==> src/hw/rtl/apts_pkg.sv <==
// Shared constants and the inter-cell carry type of the aging priority task scheduler.
`default_nettype none

package apts_pkg;

    // Table size and derived widths.
    localparam int SLOTS  = 16;
    localparam int SLOT_W = (SLOTS > 1) ? $clog2(SLOTS) : 1;
    localparam int PRIO_W = 16;
    localparam int ADDR_W = 64;
    localparam int OP_W   = 2;
    localparam int TGT_W  = 4;
    localparam int SOUT_W = 4;
    localparam int STAT_W = 2;

    // Priority constants in units of 0.05.
    localparam logic [PRIO_W-1:0] PRIO_FREE    = PRIO_W'(20000);
    localparam logic [PRIO_W-1:0] PRIO_MAX     = PRIO_W'(65535);
    localparam logic [PRIO_W-1:0] PRIO_RUN_ADD = PRIO_W'(2);

    // Operation codes.
    localparam logic [OP_W-1:0] OP_SCHED   = 2'd0;
    localparam logic [OP_W-1:0] OP_CREATE  = 2'd1;
    localparam logic [OP_W-1:0] OP_DESTROY = 2'd2;

    // Result status codes.
    localparam logic [STAT_W-1:0] ST_OK      = 2'd0;
    localparam logic [STAT_W-1:0] ST_FULL    = 2'd1;
    localparam logic [STAT_W-1:0] ST_NO_TASK = 2'd2;

    // Token handed from one slot cell to the next during a pass.
    typedef struct packed {
        logic              valid;
        logic [OP_W-1:0]   op;
        logic [ADDR_W-1:0] addr;
        logic [TGT_W-1:0]  target;
        logic [SLOT_W-1:0] running;
        logic              found;
        logic [SLOT_W-1:0] best;
        logic [PRIO_W-1:0] best_prio;
        logic [ADDR_W-1:0] best_res;
    } carry_t;

endpackage

`default_nettype wire

==> src/hw/rtl/apts_cell.sv <==
// One task slot cell: holds a slot's state and updates the passing token.
`default_nettype none

module apts_cell (
    input  wire                         aclk,
    input  wire                         aresetn,
    input  wire  [apts_pkg::SLOT_W-1:0] cell_idx,
    input  apts_pkg::carry_t            carry_in,
    output apts_pkg::carry_t            carry_out
);
    import apts_pkg::*;

    logic              active_reg, active_next;
    logic [PRIO_W-1:0] prio_reg, prio_next;
    logic [ADDR_W-1:0] resume_reg, resume_next;
    carry_t            carry_reg, carry_next;

    logic [PRIO_W:0]       run_sum;
    logic [PRIO_W-1:0]     aged;
    logic [ADDR_W-1:0]     res_now;
    logic                  is_target;
    logic                  is_running;

    // Slot match tests, widened so that an out-of-range target matches no cell.
    assign is_target  = ({{SLOT_W{1'b0}}, carry_in.target} == {{TGT_W{1'b0}}, cell_idx});
    assign is_running = (carry_in.running == cell_idx);

    // Cell update for the operation carried by the token.
    always_comb begin
        active_next = active_reg;
        prio_next   = prio_reg;
        resume_next = resume_reg;
        carry_next  = carry_in;
        run_sum     = {1'b0, prio_reg} + {1'b0, PRIO_RUN_ADD};
        aged        = prio_reg;
        res_now     = resume_reg;
        if (carry_in.valid) begin
            case (carry_in.op)
                OP_CREATE: begin
                    if (!carry_in.found && !active_reg) begin
                        active_next     = 1'b1;
                        prio_next       = '0;
                        resume_next     = carry_in.addr;
                        carry_next.found = 1'b1;
                        carry_next.best  = cell_idx;
                    end
                end
                OP_DESTROY: begin
                    if (is_target) begin
                        active_next = 1'b0;
                        prio_next   = PRIO_FREE;
                    end
                end
                OP_SCHED: begin
                    // The running slot ages upward and saves its resume address.
                    if (is_running) begin
                        aged        = run_sum[PRIO_W] ? PRIO_MAX : run_sum[PRIO_W-1:0];
                        res_now     = carry_in.addr;
                        resume_next = carry_in.addr;
                    end
                    // Active slots age downward and compete for the lowest priority.
                    if (active_reg) begin
                        if (aged != '0) begin
                            aged = aged - PRIO_W'(1);
                        end
                        if (!carry_in.found || (aged < carry_in.best_prio)) begin
                            carry_next.found     = 1'b1;
                            carry_next.best      = cell_idx;
                            carry_next.best_prio = aged;
                            carry_next.best_res  = res_now;
                        end
                    end
                    prio_next = aged;
                end
                default: begin
                end
            endcase
        end
    end

    // Slot state and the token register toward the next cell.
    always_ff @(posedge aclk) begin
        if (!aresetn) begin
            active_reg <= (cell_idx == '0);
            prio_reg   <= (cell_idx == '0) ? '0 : PRIO_FREE;
            resume_reg <= '0;
            carry_reg  <= '0;
        end else begin
            active_reg <= active_next;
            prio_reg   <= prio_next;
            resume_reg <= resume_next;
            carry_reg  <= carry_next;
        end
    end

    assign carry_out = carry_reg;

endmodule

`default_nettype wire

==> config.mk <==
export PLATFORM = sky130hd
export DESIGN_NAME = apts_cell
export DESIGN_NICKNAME = d
export VERILOG_FILES = /design/src/hw/rtl/apts_pkg.sv /design/src/hw/rtl/apts_cell.sv
export SDC_FILE = /design/constraint.sdc
export NUM_CORES = 1
export LEC_CHECK = 0
export BUFFER_PORTS_ARGS = -buffer_cell sky130_fd_sc_hd__buf_4
export CAP_MARGIN = 40
export CELL_PAD_IN_SITES_DETAIL_PLACEMENT = 1
export CELL_PAD_IN_SITES_GLOBAL_PLACEMENT = 1
export CORE_ASPECT_RATIO = 1.5
export CORE_MARGIN = 3
export CORE_UTILIZATION = 42
export DETAILED_ROUTE_END_ITERATION = 16
export GPL_ROUTABILITY_DRIVEN = 0
export PLACE_DENSITY = 0.9
export REMOVE_ABC_BUFFERS = 1
export SYNTH_ARGS = -nofsm -noshare
export SYNTH_HDL_FRONTEND = slang
export SYNTH_SLANG_ARGS = --single-unit
==> constraint.sdc <==
create_clock -name aclk -period 11.8 [get_ports aclk]
set_input_delay 0.59 -clock aclk [delete_from_list [all_inputs] [get_ports aclk]]
set_output_delay 0.59 -clock aclk [all_outputs]
set_load 0.03 [all_outputs]
==> results_dict.tcl, run 1 <==
set metrics [dict create \
    synth_enable_flop_cells 17 \
    syn_to_final_growth_pct 30.0 \
    synth_area_leaders "dfxtp_1 40%, mux2i_1 7.1%, o211a_1 5.8%, nand2_1 5.5%, o211ai_1 4.8%" \
    r2r_slack_ns 4.67 \
    grt-ovfl-total 0 \
    dp_hpwl_um 29400 \
    synth.largest_area_cell "dfxtp_1" \
    finalHoldViolations 0 \
    grt_max_degree 74 \
    rsz0062_at_grt "no" \
    clock_latency_ns 0.53 \
    startpoint_type "input port" \
    grt_pass1_vias 11500 \
    die_area_mm2 0.0287 \
    pre_cts_ws_ns 3.77 \
    hold_class "input port to flip-flop" \
    synth_top_area_share_pct 40.1 \
    cts_hold_repair.buffers 0 \
    post-cts-setup-buffers 0 \
    synth_ff_type "dfxtp_1" \
    yosysMostFrequentCell "dfxtp_1" \
    num-nets-final 1648 \
    root_buffer "clkbuf_16" \
    fin_ws_ns 4.15 \
    n_fill_cell 2929 \
    antenna_left 0 \
    avgSynthCellArea_um2 9.30 \
    critical_path_required_ns 12.24 \
    post_cts_resized 0 \
    cellLeakagePower_nw 6.29 \
    synth_cells 1203 \
    cpPeakStageDelay_ns 0.79 \
    yosys_warnings 0 \
    ys_seq_area_share_pct 44.6 \
    crit_type "input port to flip-flop" \
    critical_path_arrival_ns 8.09 \
    cp_slowest_cell "and4_4" \
    crit_buf_inv 5 \
    fin_crit_sh_pct 64.8 \
    die_h_um 206 \
    maxCapViolCount 0 \
    period_minus_slack_ns 7.65 \
    synthesis.area_mm2 0.0112 \
    drv_slew 0 \
    row_count 72 \
    cp_top_family "compound AO/OA/AOI/OAI gates" \
    grt_usage_pct 27.8 \
    cts_tree "yes" \
    firstDrtPassIters 5 \
    htreeDepth 1 \
    p_per_area_mw_per_mm2 145 \
    cp_common_cell "buf_4" \
    largest_reg_flops 160 \
    start_util_pct 43.0 \
    tns_ns 0 \
    crit_path_cell_trace "buf_4 -> xnor2_1 -> and4_4 -> buf_4 -> o211ai_1 -> o21ai_2 -> ha_1 -> o2111a_1 -> and4_1 -> nor4_1 -> xor2_1 -> inv_1 -> ha_1 -> and4_1 -> a211oi_1 -> a41oi_1 -> a2111oi_4 -> a32oi_4 -> a21oi_4 -> buf_4 -> buf_12 -> mux2i_1" \
    clock.fmax_ghz 0.131 \
    drt_wl_total_um 42000 \
    drt-wirelength-per-cell_um 23.1 \
    drtIter0Drc 689 \
    synth.top_cells.by_count "224 x dfxtp_1, 163 x nand2_1, 86 x a21oi_1" \
    setup_violations 0 \
    cts_sinks 241 \
    core_mm2 0.0260 \
    finalClockSkew_ns 0.0221 \
    grt_pass1_wl_um 64000 \
    io_pins 326 \
    cp_max_fo 49 \
    clockBufferDepth 3 \
    end_kind "flip-flop" \
    slew_headroom_pct 35.8 \
    drive_gt1_share_pct 27.6 \
    cts_buffers 25 \
    via_count 10700 \
    synth_cell_types 77 \
    clkTransAtPathRegs_ns 0.06 \
    max-vdd-ir-drop_mv 0.129 \
    io_buffers 325 \
    drc 0 \
    worst_slew_pin_slew_ns 0.961 \
    status "finished, final reports clean" \
    fp.dieW_um 139 \
    yosys_register_bits 241 \
    async_flop_share_pct 0 \
    via_per_inst 5.89 \
    antenna_found_initial 2 \
]
==> through the flow <==
stage | instance area [um2] | power [mW] | std cells | hold slack, ns | util [%]
6_report | 14500 | 2.11 | 1815 | 0.289 | 55.9
2_1_floorplan | 10700 | 1.14 | 1099 | 0.436 | -
4_1_cts | 14500 | 2.12 | 1814 | 0.269 | 55.9
3_5_place_dp | 13800 | 1.34 | 1771 | 0.449 | 52.8
5_1_grt | 14500 | 2.19 | 1815 | 0.285 | 55.9
3_3_place_gp | 13700 | 1.32 | 1769 | 0.441 | 52.7
==> logic make-up (layout without fill, tap and decap cells) <==
logic type	after synthesis	after routing	share of synthesized area [%]
buffers and inverters	127	405	4.92
adders and majority gates	17	17	1.90
other	0	1	0
muxes	81	81	7.27
AOI/OAI and AO/OA	315	315	21.3
and+or+nand+nor	395	395	17.8
xor gates and xnor gates	27	27	2.11
DFF	241	241	44.6
==> layout by cell type (no fill, tap or decap), drive strengths merged, types with 16 or more instances in the layout <==
cell      n
o211a    65
o211ai   71
nor2     35
o21ai    23
edfxtp   17
mux2i    79
clkbuf   36
buf     339
nand4    18
a21oi    87
nand3    22
dfxtp   224
xnor2    20
nand2   163
and3     16
ha       17
and2     85
inv      24
==> cell type report <==
class | instances | area, um2 | share of cell area [%]
Tap cell | 333 | 417 | 2.86
Timing Repair Buffer | 339 | 2570 | 17.7
Inverter | 23 | 86.3 | 0.593
Clock buffer | 36 | 728 | 5.01
Multi-Input combinational cell | 835 | 5680 | 39.1
Antenna cell | 1 | 2.50 | 0.0172
Clock inverter | 7 | 65.1 | 0.447
Sequential cell | 241 | 4990 | 34.3
==> worst paths after layout <==
check | cells past startpoint | end | from
max | 22 | carry_out[66] | carry_in[87]
min | 2 | carry_out[118] | carry_in[118]
max reg2reg | 21 | carry_out[66] | prio_reg[3]
min reg2reg | 2 | resume_reg[25] | resume_reg[25]
==> routing by layer <==
metal,GRT usage (%),vias up,part of all wire [%]
li1,-,4840,-
met1,30.4,5333,36
met2,51.5,398,53
met3,4.72,120,5.5
met4,14.0,2,5.0
met5,0,-,0.031
==> power by group <==
| part | switching [mW] | internal, mW | total [mW] |
|---|---|---|---|
| registers | 0.0247 | 0.872 | 0.896 |
| clock network | 0.334 | 0.449 | 0.784 |
| logic | 0.264 | 0.165 | 0.429 |
Power figures use the tool's default switching activity.
==> run 2: changes to the inputs <==
--- a/config.mk
+++ b/config.mk
@@ -5,16 +5,17 @@
 export SDC_FILE = /design/constraint.sdc
 export NUM_CORES = 1
 export LEC_CHECK = 0
+export ABC_AREA = 1
 export BUFFER_PORTS_ARGS = -buffer_cell sky130_fd_sc_hd__buf_4
 export CAP_MARGIN = 40
 export CELL_PAD_IN_SITES_DETAIL_PLACEMENT = 1
 export CELL_PAD_IN_SITES_GLOBAL_PLACEMENT = 1
 export CORE_ASPECT_RATIO = 1.5
 export CORE_MARGIN = 3
-export CORE_UTILIZATION = 42
+export CORE_UTILIZATION = 33
 export DETAILED_ROUTE_END_ITERATION = 16
 export GPL_ROUTABILITY_DRIVEN = 0
-export PLACE_DENSITY = 0.9
+export PLACE_DENSITY = 0.81
 export REMOVE_ABC_BUFFERS = 1
 export SYNTH_ARGS = -nofsm -noshare
 export SYNTH_HDL_FRONTEND = slang
==> constraint.sdc (replaced) <==
create_clock -name aclk -period 6.35 [get_ports aclk]
set_input_delay 0.3175 -clock aclk [delete_from_list [all_inputs] [get_ports aclk]]
set_output_delay 0.3175 -clock aclk [all_outputs]
set_load 0.03 [all_outputs]
==> run 2 against run 1 <==
Global-route usage down 3.4 points; combinational power increased by 94%; hold slack worse by 0.27 ns; first-iteration DRC count is 35% lower; routed wire length increased by 8.3%; sequential power rose by 88%; register-to-register slack worse by 4.1 ns; via count rose by 16%; clock skew grew 0.0039 ns; clock power rose by 88%; cell count grew 35%; count of clock-buffer cells in the layout is 5 lower; critical endpoint is now carry_out[19].
==> results_dict.tcl, run 2 <==
set metrics [dict create \
    maxCapViolCount 0 \
    cp_slowest_cell "dlygate4sd3_1" \
    synth_top_area_share_pct 40.4 \
    end_kind "flip-flop" \
    firstDrtPassIters 5 \
    power_frac_seq_pct 42.1 \
    avgSynthCellArea_um2 6.85 \
    grt_pass1_wl_um 71100 \
    drt-wirelength-per-cell_um 18.5 \
    status "finished, final reports clean" \
    fin_crit_sh_pct 91.0 \
    clock_latency_ns 0.56 \
    io_pins 326 \
    via_per_inst 5.07 \
    yosys_register_bits 241 \
    hold-worst-slack_ns 0.0156 \
    critical_path_arrival_ns 6.23 \
    grt-ovfl-total 0 \
    layout.cells.non_filler 2453 \
    layout_commonest_cell "nand2_1" \
    synth_ff_type "dfxtp_1" \
    row_count 81 \
    grt_usage_pct 24.4 \
    grt_max_degree 86 \
    finalHoldViolations 0 \
    async_flop_share_pct 0 \
    switching_share_pct 30.9 \
    largest_reg_flops 160 \
    htreeDepth 1 \
    top_usage_layer "met2" \
    syn_to_final_growth_pct 42.6 \
    drive_gt1_share_pct 20.0 \
    clock.fmax_ghz 0.173 \
    crit_type "input port to flip-flop" \
    place_inst 2284 \
    cts_sinks 241 \
    num-nets-final 2201 \
    tns_ns 0 \
    power_mw 3.98 \
    cp_max_fo 53 \
    r2r_slack_ns 0.59 \
    post-cts-setup-buffers 0 \
    start_util_pct 33.7 \
    drt_wl_total_um 45400 \
    synth_cell_types 35 \
    met1_usage_pct 25.8 \
    max-vdd-ir-drop_mv 0.213 \
    grt_pass1_vias 13600 \
    synth_area_leaders "dfxtp_1 40%, nand2_1 14%, o21ai_0 9.4%, nor2_1 7.5%, inv_1 6.4%" \
    io_buffers 325 \
    hold_class "input port to flip-flop" \
    combPwrFrac_pct 20.9 \
    via_count 12400 \
    finalClockSkew_ns 0.0260 \
    synth.largest_area_cell "dfxtp_1" \
    fp.dieW_um 156 \
    ys_seq_area_share_pct 45.0 \
    rsz0062_at_grt "no" \
    dp_hpwl_um 29000 \
    cts_tree "yes" \
    synth_cells 1621 \
    mostFrequentLayoutCells "420 x nand2_1, 336 x buf_4, 224 x dfxtp_1" \
    yosys_warnings 0 \
    slew_headroom_pct 39.9 \
    die_h_um 231 \
    p_int_mw 2.75 \
    cts_buffers 25 \
    antenna_found_initial 3 \
    startpoint_type "input port" \
    synth_enable_flop_cells 17 \
    use_met2_pct 45.8 \
    critical_path_required_ns 6.79 \
    synthesis.area_mm2 0.0111 \
    drc 0 \
    drtIter0Drc 448 \
    pwr-share-clk_pct 37.0 \
    drv_slew 0 \
    clockBufferDepth 3 \
    die_area_mm2 0.0359 \
    cellLeakagePower_nw 8.03 \
    use_met3_pct 4.03 \
    root_buffer "clkbuf_16" \
    worst_slew_pin_slew_ns 0.901 \
    core_mm2 0.0329 \
    antenna_left 0 \
    p_per_area_mw_per_mm2 252 \
    n_fill_cell 4061 \
    cpPeakStageDelay_ns 0.55 \
    clkTransAtPathRegs_ns 0.07 \
    switching_power_mw 1.23 \
    synth.top_cells.by_count "420 x nand2_1, 224 x dfxtp_1, 223 x nor2_1" \
    yosysMostFrequentCell "nand2_1" \
    period_minus_slack_ns 5.78 \
    setup_violations 0 \
]
run 2: cell count changes after synthesis, sizes merged, moves of 19 or more:
cell / delta
mux2i: -79
nor2: +200
o211a: -65
o21ai: +193
a21oi: +32
inv: +171
and2: -85
o211ai: -65
nand2: +264
buf: -19
run 2: layout make-up:
class,instances,area [um2],share of cell area [%]
clock inverter,13,111,0.703
multi-input combinational,1094,5010,31.6
inverter,197,747,4.72
antenna,3,7.51,0.0474
clock buffer,31,678,4.28
tap,415,519,3.28
timing repair buffer,459,3770,23.8
sequential,241,4990,31.5
run 2: per-layer routing:
metal  vias to the layer above  routed length (um)
li1                       5877                   -
met1                      5990               16800
met2                       429               23700
met3                       131                2390
met4                         2                2510
met5                         -                  20
run 2: worst paths after layout:
kind | startpoint | end | cells after the start
min reg2reg | resume_reg[43] | resume_reg[43] | 2
max reg2reg | prio_reg[13] | carry_out[19] | 29
min | carry_in[53] | carry_out[53] | 3
max | carry_in[88] | carry_out[19] | 30
run 2: metrics by stage:
stage | area (um2) | util, % | worst slack [ns]
CTS | 15800 | 48.0 | 0.319
finish | 15800 | 48.1 | 0.568
global placement | 13800 | 41.8 | 0.701
global route | 15800 | 48.1 | 0.0508
floorplan | 10700 | - | 0.797
detailed placement | 13800 | 41.9 | 0.356
run 2: logic make-up (layout without fill, tap and decap cells):
group	Yosys count	in the layout	synth area share (%)
buf+inv	286	700	10.3
flops	241	241	45.0
fa+ha+maj	17	17	1.91
simple gates	706	706	25.1
xor+xnor	22	22	1.73
other cells	0	3	0
compound gates	349	349	16.1
run 2: worst max-delay path: cells and delay by family:
| kind | cells | cell delay (ns) |
|---|---|---|
| compound gates | 5 | 1.13 |
| xor+xnor | 2 | 0.40 |
| fa+ha+maj | 2 | 0.56 |
| buf+inv | 5 | 1.29 |
| simple gates | 16 | 2.50 |
run 2: power groups by stage:
stage / Combinational [mW] / Clock (mW) / Sequential [mW]
after floorplan: 0.292 / 0 / 1.82
after global placement: 0.727 / 0 / 1.70
after detailed placement: 0.754 / 0 / 1.71
after CTS: 0.822 / 1.50 / 1.67
after global routing: 0.910 / 1.56 / 1.69
final: 0.832 / 1.47 / 1.68
run 2: repair_timing:
| action | in CTS | in global routing |
|---|---|---|
| hold buffers | 122 | 0 |
| setup endpoints to repair | 0 | 67 |
| resized for setup | 0 | 2 |
| hold endpoints to repair | 122 | 0 |
==> run 3: changes to the inputs <==
==> config.mk (replaced) <==
export PLATFORM = sky130hd
export DESIGN_NAME = apts_cell
export DESIGN_NICKNAME = d
export VERILOG_FILES = /design/src/hw/rtl/apts_pkg.sv /design/src/hw/rtl/apts_cell.sv
export SDC_FILE = /design/constraint.sdc
export NUM_CORES = 1
export LEC_CHECK = 0
export BUFFER_PORTS_ARGS = -buffer_cell sky130_fd_sc_hd__buf_4
export CAP_MARGIN = 40
export CELL_PAD_IN_SITES_DETAIL_PLACEMENT = 1
export CELL_PAD_IN_SITES_GLOBAL_PLACEMENT = 1
export CORE_ASPECT_RATIO = 1.4
export CORE_MARGIN = 3
export CORE_UTILIZATION = 35
export DETAILED_ROUTE_END_ITERATION = 16
export PLACE_DENSITY = 0.8
export REMOVE_ABC_BUFFERS = 1
export SYNTH_ARGS = -nofsm -noshare
export SYNTH_HDL_FRONTEND = slang
export SYNTH_SLANG_ARGS = --single-unit
==> run 3 against run 2 <==
First-iteration DRC count up 5.4%; register-to-register slack worse by 0.15 ns; sequential cell count unchanged; combinational power about the same; clock skew down 0.012 ns; hold slack better by 0.0081 ns; cell area down 4.6%; die area down 4.9%; clock power about the same; critical path depth down 10; non-clock buffer count down 77.
==> results_dict.tcl, run 3 (same netlist as run 1, synthesis figures left out) <==
set metrics [dict create \
    place_inst 1841 \
    end_kind "flip-flop" \
    crit_type "flip-flop to flip-flop" \
    via_per_inst 5.57 \
    grt_usage_pct 23.5 \
    holdPathEnd "carry_out[124]" \
    num-nets-final 1691 \
    period_minus_slack_ns 5.91 \
    cts_tree "yes" \
    tns_ns 0 \
    n_fill_cell 3548 \
    hold_start "carry_in[124]" \
    power_mw 3.95 \
    cts_sinks 241 \
    layout.cells.non_filler 1916 \
    multi_input_area_mm2 0.00569 \
    reg2reg_from "prio_reg[3]" \
    worst_slew_pin_slew_ns 0.896 \
    startpoint_type "flip-flop" \
    clockBufferDepth 3 \
    dp_hpwl_um 28900 \
    grt_max_degree 81 \
    clock.fmax_ghz 0.169 \
    status "finished, final reports clean" \
    mostFrequentLayoutCells "344 x buf_4, 224 x dfxtp_1, 163 x nand2_1" \
    die_h_um 218 \
    grt-ovfl-total 0 \
    fin_ws_ns 0.438 \
    drt-wirelength-per-cell_um 21.9 \
    start_util_pct 35.9 \
    die_area_mm2 0.0342 \
    critical_path_arrival_ns 6.36 \
    grt_pass1_wl_um 64200 \
    layout_commonest_cell "buf_4" \
    drv_slew 0 \
    p_per_area_mw_per_mm2 261 \
    max-vdd-ir-drop_mv 0.235 \
    r2r_end "carry_out[72]" \
    cts_buffers 25 \
    clkTransAtPathRegs_ns 0.06 \
    via_count 10700 \
    clock_latency_ns 0.53 \
    syn_to_final_growth_pct 35.0 \
    htreeDepth 1 \
    drt_wl_total_um 41900 \
    io_pins 326 \
    cp_max_fo 31 \
    slew_headroom_pct 40.3 \
    r2r.worst_path.cells 20 \
    seq_area_mm2 0.00499 \
    finalClockSkew_ns 0.0136 \
    antenna_left 0 \
    cellLeakagePower_nw 6.51 \
    row_count 76 \
    root_buffer "clkbuf_16" \
    core_mm2 0.0312 \
    finalHoldViolations 0 \
    pre_cts_ws_ns 0.332 \
    fin_crit_sh_pct 93.1 \
    rsz0062_at_grt "no" \
    largest_reg_flops 160 \
    hold_class "input port to flip-flop" \
    io_buffers 325 \
    gp_congestion 0.898 \
    fp.dieW_um 157 \
    drc 0 \
    antennaDiodeCount 0 \
    maxCapViolCount 0 \
    antenna_found_initial 0 \
    drtIter0Drc 472 \
    r2r_slack_ns 0.44 \
    critical_path_required_ns 6.80 \
    post-cts-setup-buffers 0 \
    firstDrtPassIters 4 \
    grt_pass1_vias 11400 \
    holdPathStages 2 \
    setup_violations 0 \
    drive_gt1_share_pct 28.0 \
]
run 3: changes by cell type in the layout (fill, tap and decap cells not counted), moves of 13 or more:
| cell | previous run | this run |
|---|---|---|
| a21oi_1 | 118 | 86 |
| and2_1 | 0 | 85 |
| and3_1 | 0 | 16 |
| dlygate4sd3_1 | 122 | 30 |
| inv_1 | 189 | 21 |
| mux2i_1 | 0 | 79 |
| nand2_1 | 420 | 163 |
| nand4_1 | 5 | 18 |
| nor2_1 | 222 | 33 |
| o211a_1 | 0 | 65 |
| o211ai_1 | 6 | 71 |
| o21ai_0 | 209 | 20 |
run 3: worst max path at each step:
stage	from	endpoint	cells past startpoint
2_1_floorplan	carry_in[87]	carry_out[76]	19
3_3_place_gp	prio_reg[2]	carry_out[68]	18
3_5_place_dp	prio_reg[2]	carry_out[72]	18
4_1_cts	prio_reg[2]	carry_out[72]	18
5_1_grt	carry_in[85]	carry_out[72]	21
6_report	prio_reg[3]	carry_out[72]	20
run 3: layout make-up:
cell class | count | share of cell area, %
Multi-Input combinational cell | 835 | 37.7
Sequential cell | 241 | 33.1
Timing Repair Buffer | 382 | 20.1
Clock buffer | 40 | 5.11
Tap cell | 390 | 3.23
Inverter | 23 | 0.572
Clock inverter | 5 | 0.199
run 3: report_power, final:
group	switching [mW]	internal [mW]	total [mW]
Sequential	0.0426	1.62	1.66
Clock	0.621	0.831	1.45
Combinational	0.497	0.335	0.832
run 3: metal layers:
metal  GRT usage (%)  routed length [um]  vias to the layer above
li1                -                   -                     4941
met1            26.2               15800                     5317
met2            43.3               22000                      326
met3            4.76                2410                       96
met4            9.29                1680                        0
met5               0                   0                        -
run 3: critical path: stages, from the launching register on:
cell and delay [ns]:
edfxtp_1 0.53, and4_1 0.38, and3_1 0.39, nand3_2 0.14, nand2b_2 0.18, inv_2 0.10
ha_1 0.29, o2111a_1 0.21, and4_2 0.32, or4_1 0.56, and2_1 0.18, ha_1 0.28
a21oi_1 0.14, o21ai_0 0.12, a211oi_2 0.34, a41oi_1 0.25, a2111oi_4 0.53, a32oi_4 0.13
a21oi_4 0.26, buf_12 0.24, mux2i_1 0.24
run 3: what timing repair did:
item / in CTS / in global routing
hold buffers: 30 / 0
gates resized for setup: 0 / 4
endpoints found under the hold margin: 30 / 0
setup endpoints to repair: 0 / 79
run 3: metrics by stage:
stage	utilization, %	hold slack [ns]	cell area [um2]
after floorplan	-	0.435	10700
after global placement	44.8	0.441	14000
after detailed placement	44.9	0.448	14000
after CTS	48.4	0.000419	15100
after global routing	48.4	0.00883	15100
final	48.4	0.0237	15100
